<file path="src/rtl/pwdt_pkg.sv">
// Package for the prescaled watchdog timer: field widths, control bits, counter constants.
`default_nettype none
package pwdt_pkg;

	localparam int BYTE_W = 8;
	localparam int CNT_W  = 15;

	// Counter wraps here; the 15-bit counter holds up to this value minus one.
	localparam int COUNT_LIMIT     = 32768;
	// Tick cycle counts above this value are clamped.
	localparam int MAX_TICK_CYCLES = 255;

	// Control register bit positions
	localparam int BIT_FLAG    = 7;
	localparam int BIT_ENABLE  = 5;
	localparam int BIT_RESTART = 4;
	localparam int BIT_IDLE    = 3;
	localparam int PS_W        = 3;

	// Item kinds
	localparam logic MODE_TICK  = 1'b0;
	localparam logic MODE_WRITE = 1'b1;

	// A tick yields at most 255 prescaler periods (prescale count + cycles <= 510, shift >= 1).
	localparam int PERIOD_W = 8;
	localparam int PERIOD_N = 1 << PERIOD_W;

	typedef logic [CNT_W-1:0] period_mod_t [PERIOD_N];

	// Periods reduced modulo the counter limit, built at elaboration.
	function automatic period_mod_t build_period_mod();
		period_mod_t t;
		for (int i = 0; i < PERIOD_N; i++) begin
			t[i] = CNT_W'(i % COUNT_LIMIT);
		end
		return t;
	endfunction

	localparam period_mod_t PERIOD_MOD = build_period_mod();

endpackage
`default_nettype wire

</file>
<file path="src/rtl/pwdt_in_if.sv">
// Input channel of the watchdog: tick or control write, valid/ready handshake.
`default_nettype none
interface pwdt_in_if;
	import pwdt_pkg::*;

	logic              valid;
	logic              ready;
	logic              mode;
	logic [BYTE_W-1:0] write_data;
	logic [BYTE_W-1:0] tick_cycles;
	logic              cpu_idle;

	modport source (output valid, mode, write_data, tick_cycles, cpu_idle, input ready);
	modport sink   (input valid, mode, write_data, tick_cycles, cpu_idle, output ready);

endinterface
`default_nettype wire

</file>
<file path="src/rtl/pwdt_out_if.sv">
// Result channel of the watchdog: control and counter snapshot, valid/ready handshake.
`default_nettype none
interface pwdt_out_if;
	import pwdt_pkg::*;

	logic              valid;
	logic              ready;
	logic [BYTE_W-1:0] control_value;
	logic [CNT_W-1:0]  count_value;
	logic              overflowed;

	modport source (output valid, control_value, count_value, overflowed, input ready);
	modport sink   (input valid, control_value, count_value, overflowed, output ready);

endinterface
`default_nettype wire

</file>
<file path="src/rtl/prescaled_watchdog_timer_unit.sv">
// Prescaled watchdog timer: input register, combinational update, result register.
// Each item passes the input register and then the result register before it leaves.
// Throughput: one item per cycle while results are taken; the prescaler is resolved by shift and mask and
// the counter wrap by one table lookup, add and compare in the update stage.
// A stalled result register holds the update stage; the input register still takes one item.
// Reset (arst_n low) clears control register, prescaler, counter and both valid flags.
`default_nettype none
module prescaled_watchdog_timer_unit (
	input  wire         clk,
	input  wire         arst_n,
	pwdt_in_if.sink     cmd,
	pwdt_out_if.source  rsp
);
	import pwdt_pkg::*;

	// input stage
	logic              valid_s1;
	logic              mode_s1;
	logic [BYTE_W-1:0] wdata_s1;
	logic [BYTE_W-1:0] cycles_s1;
	logic              idle_s1;

	// state
	logic [BYTE_W-1:0] ctrl_q;
	logic [BYTE_W-1:0] presc_q;
	logic [CNT_W-1:0]  watch_q;

	// result stage
	logic              valid_s2;
	logic [BYTE_W-1:0] ctrl_s2;
	logic [CNT_W-1:0]  count_s2;
	logic              ovf_s2;

	logic advance;
	logic update;

	assign advance   = !valid_s2 || rsp.ready;
	assign update    = valid_s1 && advance;
	assign cmd.ready = !valid_s1 || advance;

	// next-state logic
	logic [PS_W-1:0]     ps;
	logic [BYTE_W-1:0]   cyc;
	logic [BYTE_W:0]     total;
	logic [BYTE_W:0]     mask;
	logic [PERIOD_W-1:0] periods;
	logic [CNT_W-1:0]    per_red;
	logic [CNT_W:0]      sum;
	logic                wrap;
	logic                count_en;

	logic [BYTE_W-1:0] ctrl_n;
	logic [BYTE_W-1:0] presc_n;
	logic [CNT_W-1:0]  watch_n;
	logic              ovf_n;

	always_comb begin
		ps       = ctrl_q[PS_W-1:0];
		cyc      = (32'(cycles_s1) > MAX_TICK_CYCLES) ? BYTE_W'(MAX_TICK_CYCLES) : cycles_s1;
		total    = {1'b0, presc_q} + {1'b0, cyc};
		mask     = ((BYTE_W+1)'(2) << ps) - (BYTE_W+1)'(1);
		periods  = PERIOD_W'(total >> ({1'b0, ps} + 4'd1));
		per_red  = PERIOD_MOD[periods];
		sum      = {1'b0, watch_q} + {1'b0, per_red};
		// a wrap happened if the raw period count alone reached the limit too
		wrap     = (32'(periods) >= COUNT_LIMIT) || (32'(sum) >= COUNT_LIMIT);
		count_en = ctrl_q[BIT_ENABLE] && (!idle_s1 || ctrl_q[BIT_IDLE]);

		ctrl_n  = ctrl_q;
		presc_n = presc_q;
		watch_n = watch_q;
		ovf_n   = 1'b0;

		unique case (mode_s1)
			MODE_WRITE: begin
				ctrl_n              = wdata_s1;
				ctrl_n[BIT_RESTART] = 1'b0;
				if (wdata_s1[BIT_RESTART]) begin
					presc_n = '0;
					watch_n = '0;
				end
			end
			MODE_TICK: begin
				if (count_en) begin
					presc_n = BYTE_W'(total & mask);
					if (32'(sum) >= COUNT_LIMIT) begin
						watch_n = CNT_W'(sum - (CNT_W+1)'(COUNT_LIMIT));
					end else begin
						watch_n = CNT_W'(sum);
					end
					if (wrap) begin
						ctrl_n[BIT_FLAG] = 1'b1;
						ovf_n            = 1'b1;
					end
				end
			end
			default: begin
				ctrl_n = ctrl_q;
			end
		endcase
	end

	// control flags and state
	always_ff @(posedge clk or negedge arst_n) begin
		if (!arst_n) begin
			valid_s1 <= 1'b0;
			valid_s2 <= 1'b0;
			ctrl_q   <= '0;
			presc_q  <= '0;
			watch_q  <= '0;
		end else begin
			if (cmd.valid && cmd.ready) begin
				valid_s1 <= 1'b1;
			end else if (advance) begin
				valid_s1 <= 1'b0;
			end
			if (update) begin
				valid_s2 <= 1'b1;
				ctrl_q   <= ctrl_n;
				presc_q  <= presc_n;
				watch_q  <= watch_n;
			end else if (rsp.ready) begin
				valid_s2 <= 1'b0;
			end
		end
	end

	// payload registers
	always_ff @(posedge clk) begin
		if (cmd.valid && cmd.ready) begin
			mode_s1   <= cmd.mode;
			wdata_s1  <= cmd.write_data;
			cycles_s1 <= cmd.tick_cycles;
			idle_s1   <= cmd.cpu_idle;
		end
		if (update) begin
			ctrl_s2  <= ctrl_n;
			count_s2 <= watch_n;
			ovf_s2   <= ovf_n;
		end
	end

	assign rsp.valid         = valid_s2;
	assign rsp.control_value = ctrl_s2;
	assign rsp.count_value   = count_s2;
	assign rsp.overflowed    = ovf_s2;

endmodule
`default_nettype wire

</file>
<file path="src/flat_wrapper.sv">
// flat-port wrapper written by rule: the top's interface ports become plain ports
module prescaled_watchdog_timer_unit_flat import pwdt_pkg::*;
  (clk, arst_n, cmd_valid, cmd_mode, cmd_write_data, cmd_tick_cycles, cmd_cpu_idle, cmd_ready, rsp_valid, rsp_control_value, rsp_count_value, rsp_overflowed, rsp_ready);
  pwdt_in_if cmd_i ();
  pwdt_out_if rsp_i ();
  input  wire clk;
  input  wire arst_n;
  input wire logic [$bits(cmd_i.valid)-1:0] cmd_valid;
  input wire logic [$bits(cmd_i.mode)-1:0] cmd_mode;
  input wire logic [$bits(cmd_i.write_data)-1:0] cmd_write_data;
  input wire logic [$bits(cmd_i.tick_cycles)-1:0] cmd_tick_cycles;
  input wire logic [$bits(cmd_i.cpu_idle)-1:0] cmd_cpu_idle;
  output wire logic [$bits(cmd_i.ready)-1:0] cmd_ready;
  output wire logic [$bits(rsp_i.valid)-1:0] rsp_valid;
  output wire logic [$bits(rsp_i.control_value)-1:0] rsp_control_value;
  output wire logic [$bits(rsp_i.count_value)-1:0] rsp_count_value;
  output wire logic [$bits(rsp_i.overflowed)-1:0] rsp_overflowed;
  input wire logic [$bits(rsp_i.ready)-1:0] rsp_ready;
  assign cmd_i.valid = cmd_valid;
  assign cmd_i.mode = cmd_mode;
  assign cmd_i.write_data = cmd_write_data;
  assign cmd_i.tick_cycles = cmd_tick_cycles;
  assign cmd_i.cpu_idle = cmd_cpu_idle;
  assign cmd_ready = cmd_i.ready;
  assign rsp_valid = rsp_i.valid;
  assign rsp_control_value = rsp_i.control_value;
  assign rsp_count_value = rsp_i.count_value;
  assign rsp_overflowed = rsp_i.overflowed;
  assign rsp_i.ready = rsp_ready;
  prescaled_watchdog_timer_unit u_core (.clk(clk), .arst_n(arst_n), .cmd(cmd_i), .rsp(rsp_i));
endmodule
</file>
<file path="config.mk">
export PLATFORM = sky130hd
export DESIGN_NAME = prescaled_watchdog_timer_unit_flat
export DESIGN_NICKNAME = d
export VERILOG_FILES = /design/src/rtl/pwdt_pkg.sv /design/src/rtl/pwdt_in_if.sv /design/src/rtl/pwdt_out_if.sv /design/src/rtl/prescaled_watchdog_timer_unit.sv /design/src/flat_wrapper.sv
export SDC_FILE = /design/constraint.sdc
export NUM_CORES = 1
export LEC_CHECK = 0
export BUFFER_PORTS_ARGS = -buffer_cell sky130_fd_sc_hd__buf_2
export CORE_MARGIN = 2
export CORE_UTILIZATION = 63
export DETAILED_ROUTE_END_ITERATION = 10
export GPL_ROUTABILITY_DRIVEN = 0
export GPL_TIMING_DRIVEN = 0
export PLACE_DENSITY = 0.85
export RECOVER_POWER = 25
export SLEW_MARGIN = 0
export SYNTH_ARGS = -nofsm -noshare
export SYNTH_HDL_FRONTEND = slang
export SYNTH_SLANG_ARGS = --single-unit
</file>
<file path="constraint.sdc">
create_clock -name clk -period 10.48 [get_ports clk]
set_input_delay 2.096 -clock clk [delete_from_list [all_inputs] [get_ports clk]]
set_output_delay 2.096 -clock clk [all_outputs]
set_load 0.01 [all_outputs]
</file>
==> run_results.csv <==
group,metric,value,unit
power,p_sw,419.2,uW
cts,clk_path_buf_depth,2,
finish,final_cell_mix,"nand2_1 (51), buf_2 (50), edfxtp_1 (42)",
power,clockPowerShare,0.223,
logic_synthesis,yosys.area.top_type_share,0.3042,
floorplanning,fp.dieArea,7246,sq um
route,drt_iter0_markers,289,
worst_setup_path,worstPathRequired,10.64,ns
logic_synthesis,synth_top_family_by_area,"compound AO/OA/AOI/OAI gates",
power,power_frac_comb,0.416,
status,violations,"capacitance limit, slew limit",
cts,cts_tree,"yes",
cts,cts_sinks,75,
logic_synthesis,synthAdderAreaFrac,0.06095,
route,vias,3485,
finish,layout_commonest_cell,"nand2_1",
route,drc,0,
worst_setup_path,r2r_slack,5.64,ns
placement,pre_cts_slack,5.828,ns
cts,holdBufCountCts,0,
cts,post_cts_buffers,0,
logic_synthesis,syn_nets,441,
logic_synthesis,seq_area_frac_synth,0.5033,
worst_setup_path,r2r_start,"u_core.cyc[0]",
floorplanning,die_x,85.13,microns
logic_synthesis,ys_ff_latch,75,
logic_synthesis,synth_compound_area_frac,0.2004,
sta,setup_slack,5.638,ns
global_route,grt_use_met3,0.06615,
sta,post-route-min-period,4.842,ns
finish,final_area,4695,sq um
worst_setup_path,worstPathMaxFanout,10,
logic_synthesis,ys_types,64,
cts,numCtsBuffers,9,
finish,fin_nets,499,
logic_synthesis,synthArstFlopShare,0.4400,
cts,clock_latency,0.36,ns
finish,area.growth.synth_to_final,13.22,%
logic_synthesis,ys_top_cells_by_area,"edfxtp_1 (30%), dfrtp_1 (20%), ha_1 (5.1%)",
cts,htree_levels,3,
finish,final_util,0.7393,
cts,cts_root_buffer,"clkbuf_8",
sta,tns,0,ns
power,p_seq_frac,0.360,
power,power.leakage,0.001997,uW
worst_hold_path,hp-class,"reg -> reg",
logic_synthesis,yosys_warnings,0,
finish,drive_above_1_share,0.1663,
sta,setup-violations-final,0,
worst_setup_path,endpoint,"u_core.rsp.count_value[12]",
worst_setup_path,worstSetupEndpointType,"register",
worst_setup_path,reg2reg_to,"u_core.rsp.count_value[12]",
global_route,gr-usage-met1,0.3701,
power,swShare,0.3849,
cts,clkTransAtPathRegs,0.09,ns
logic_synthesis,netlist_area,4146,sq um
logic_synthesis,synth-edff-count,42,
sta,drv_slew,34,
logic_synthesis,synth_top_area_cell,"edfxtp_1",
route,firstDrtPassIters,7,
power,p_per_area,232.0,nW/um^2
logic_synthesis,synth_area_per_cell,10.37,sq um
route,wire_per_inst,18.18,microns
worst_setup_path,cp-startpoint,"u_core.cyc[0]",
placement,dpl_cell_area,4479,sq um
sta,tightest_slew,1.973,ns
logic_synthesis,synthXorXnorAreaFrac,0.02323,
floorplanning,ios,48,
worst_setup_path,crit_arrival,5.00,ns
worst_setup_path,worstSetupStartpointType,"register",
sta,fin_crit_sh,0.4621,
status,status,"finished, violations left",
finish,fillers,422,
floorplanning,initial_core_util,0.6530,
floorplanning,rows,29,
flow_run,cap_violations,1,
sta,rsz0062_at_grt,"false",
cts,cts_resized,0,
route,finalWirelength,9816,microns
power,peakVddDrop,0.1697,mV
floorplanning,core_area,6350,sq um
finish,n_antenna_cell,0,
logic_synthesis,yosys.area_share.simple,0.1500,
global_route,grt-busiest-layer,"met2",
route,ant_nets,0,
logic_synthesis,syn_inst,400,
global_route,grt_usage,0.2850,
worst_setup_path,critPathKind,"reg -> reg",
route,viasPerCell,6.454,
worst_setup_path,rr_worst_depth,18,
logic_synthesis,ys.flop_type,"edfxtp_1",
sta,max_freq,0.2065,GHz
logic_synthesis,synth_mux_area_frac,0.02686,
placement,dpl.hpwl,6573,microns
floorplanning,die_h,85.13,microns
sta,hold_viol,0,
placement,port_buffers,47,
global_route,use_met2,0.4645,
sta,finClkSkew,0.006742,ns
global_route,overflow,0,
global_route,grt_pass1_vias,3310,
global_route,antenna_found_initial,0,
global_route,grt_pass1_wl,16150,microns
sta,slew_headroom,-0.3154,
power,p_int,669.8,uW
global_route,grt_max_degree,34,
-- cells in the mapped netlist (2+ instances only) --
| cell type | n |
|---|---|
| nand2_1 | 51 |
| edfxtp_1 | 42 |
| o21ai_0 | 36 |
| dfrtp_1 | 33 |
| nor2_1 | 24 |
| ha_1 | 17 |
| clkbuf_1 | 15 |
| a21oi_1 | 14 |
| inv_1 | 12 |
| a32o_1 | 9 |
| nand2b_1 | 9 |
| nor3_1 | 9 |
| a31oi_1 | 7 |
| and2_1 | 7 |
| nor2b_1 | 7 |
| xnor2_1 | 7 |
| a22o_1 | 6 |
| buf_2 | 6 |
| o21a_1 | 6 |
| nand3_1 | 5 |
| a21o_1 | 4 |
| mux2i_1 | 4 |
| or3_1 | 4 |
| xor2_1 | 4 |
| a32oi_1 | 3 |
| and3_1 | 3 |
| buf_1 | 3 |
| mux2_2 | 3 |
| nor4_1 | 3 |
| o22ai_1 | 3 |
| a211o_1 | 2 |
| a211oi_1 | 2 |
| a211oi_2 | 2 |
| fa_1 | 2 |
| nand3b_1 | 2 |
| nand4_1 | 2 |
| o2111ai_1 | 2 |
| o211ai_1 | 2 |
| o21ai_1 | 2 |
| o31ai_1 | 2 |
-- flip-flops by register name, summed over array words and instances (netlist names) --
name,flops
u_core.rsp.count_value,15
u_core.rsp.overflowed,1
u_core.ctrl_q,8
u_core.rsp.control_value,8
u_core.mode_s1,1
u_core.watch_q,15
u_core.valid_s1,1
u_core.cyc,8
u_core.rsp.valid,1
u_core.presc_q,8
u_core.idle_s1,1
u_core.wdata_s1,8
-- layer usage --
metal  vias up  routed length (microns)
li1       1605                        -
met1      1658                     3921
met2       188                     4836
met3        34                      759
met4         0                      298
met5         -                        0
-- critical path: stages, from the launching register on --
cell and delay [ns]:
edfxtp_1 0.38, ha_1 0.24, fa_1 0.45, a211oi_2 0.34
nor4_1 0.12, nor4b_2 0.40, o21ai_1 0.13, a32o_1 0.25
a2111o_1 0.45, ha_1 0.22, inv_1 0.07, fa_1 0.21
nor2b_1 0.06, o21a_1 0.19, o21ai_0 0.25, a211oi_1 0.13
clkbuf_1 0.27, nor2b_1 0.22, o21ai_0 0.27
-- metrics by stage --
step,hold WS (ns),power [uW],std cells
3_3_place_gp,0.4664,813.9,524
3_5_place_dp,0.4748,835.2,524
2_1_floorplan,0.4526,727.8,400
4_1_cts,0.4954,1080,540
6_report,0.4940,1089,540
5_1_grt,0.5175,1155,540
-- power by group through the flow --
stage | clock network, uW | logic (uW) | registers (uW)
final | 243 | 453 | 392
after global routing | 258 | 499 | 398
after CTS | 245 | 444 | 392
after detailed placement | 0 | 437 | 398
after global placement | 0 | 418 | 395
after floorplan | 0 | 328 | 400
-- worst min path at each step --
stage	from	depth (start not counted)	end	slack (ns)
after floorplan	u_core.presc_q[7]	2	u_core.presc_q[7]	0.45
after global placement	u_core.valid_s1	1	u_core.rsp.valid	0.47
after detailed placement	u_core.valid_s1	1	u_core.rsp.valid	0.47
after CTS	u_core.valid_s1	1	u_core.rsp.valid	0.50
after global routing	u_core.valid_s1	1	u_core.rsp.valid	0.52
final	u_core.valid_s1	1	u_core.rsp.valid	0.49
-- kinds of logic (layout without fill, tap and decap cells) --
kind of cell,Yosys count,after routing
mux,9,9
simple gates,130,130
flops,75,75
fa+ha+maj,19,19
buf+inv,37,100
compound gates,119,119
xor+xnor,11,11
-- layout make-up --
| class | count | area, sq um | share of cell area |
|---|---|---|---|
| Buffer | 24 | 97.59 | 0.02079 |
| Clock buffer | 9 | 123.9 | 0.02639 |
| Sequential cell | 75 | 2087 | 0.4446 |
| Multi-Input combinational cell | 288 | 1913 | 0.4075 |
| Clock inverter | 7 | 95.09 | 0.02026 |
| Tap cell | 77 | 96.34 | 0.02052 |
| Inverter | 13 | 48.80 | 0.01039 |
| Timing Repair Buffer | 47 | 232.7 | 0.04957 |
No activity file was read; power rests on OpenSTA's default activity.
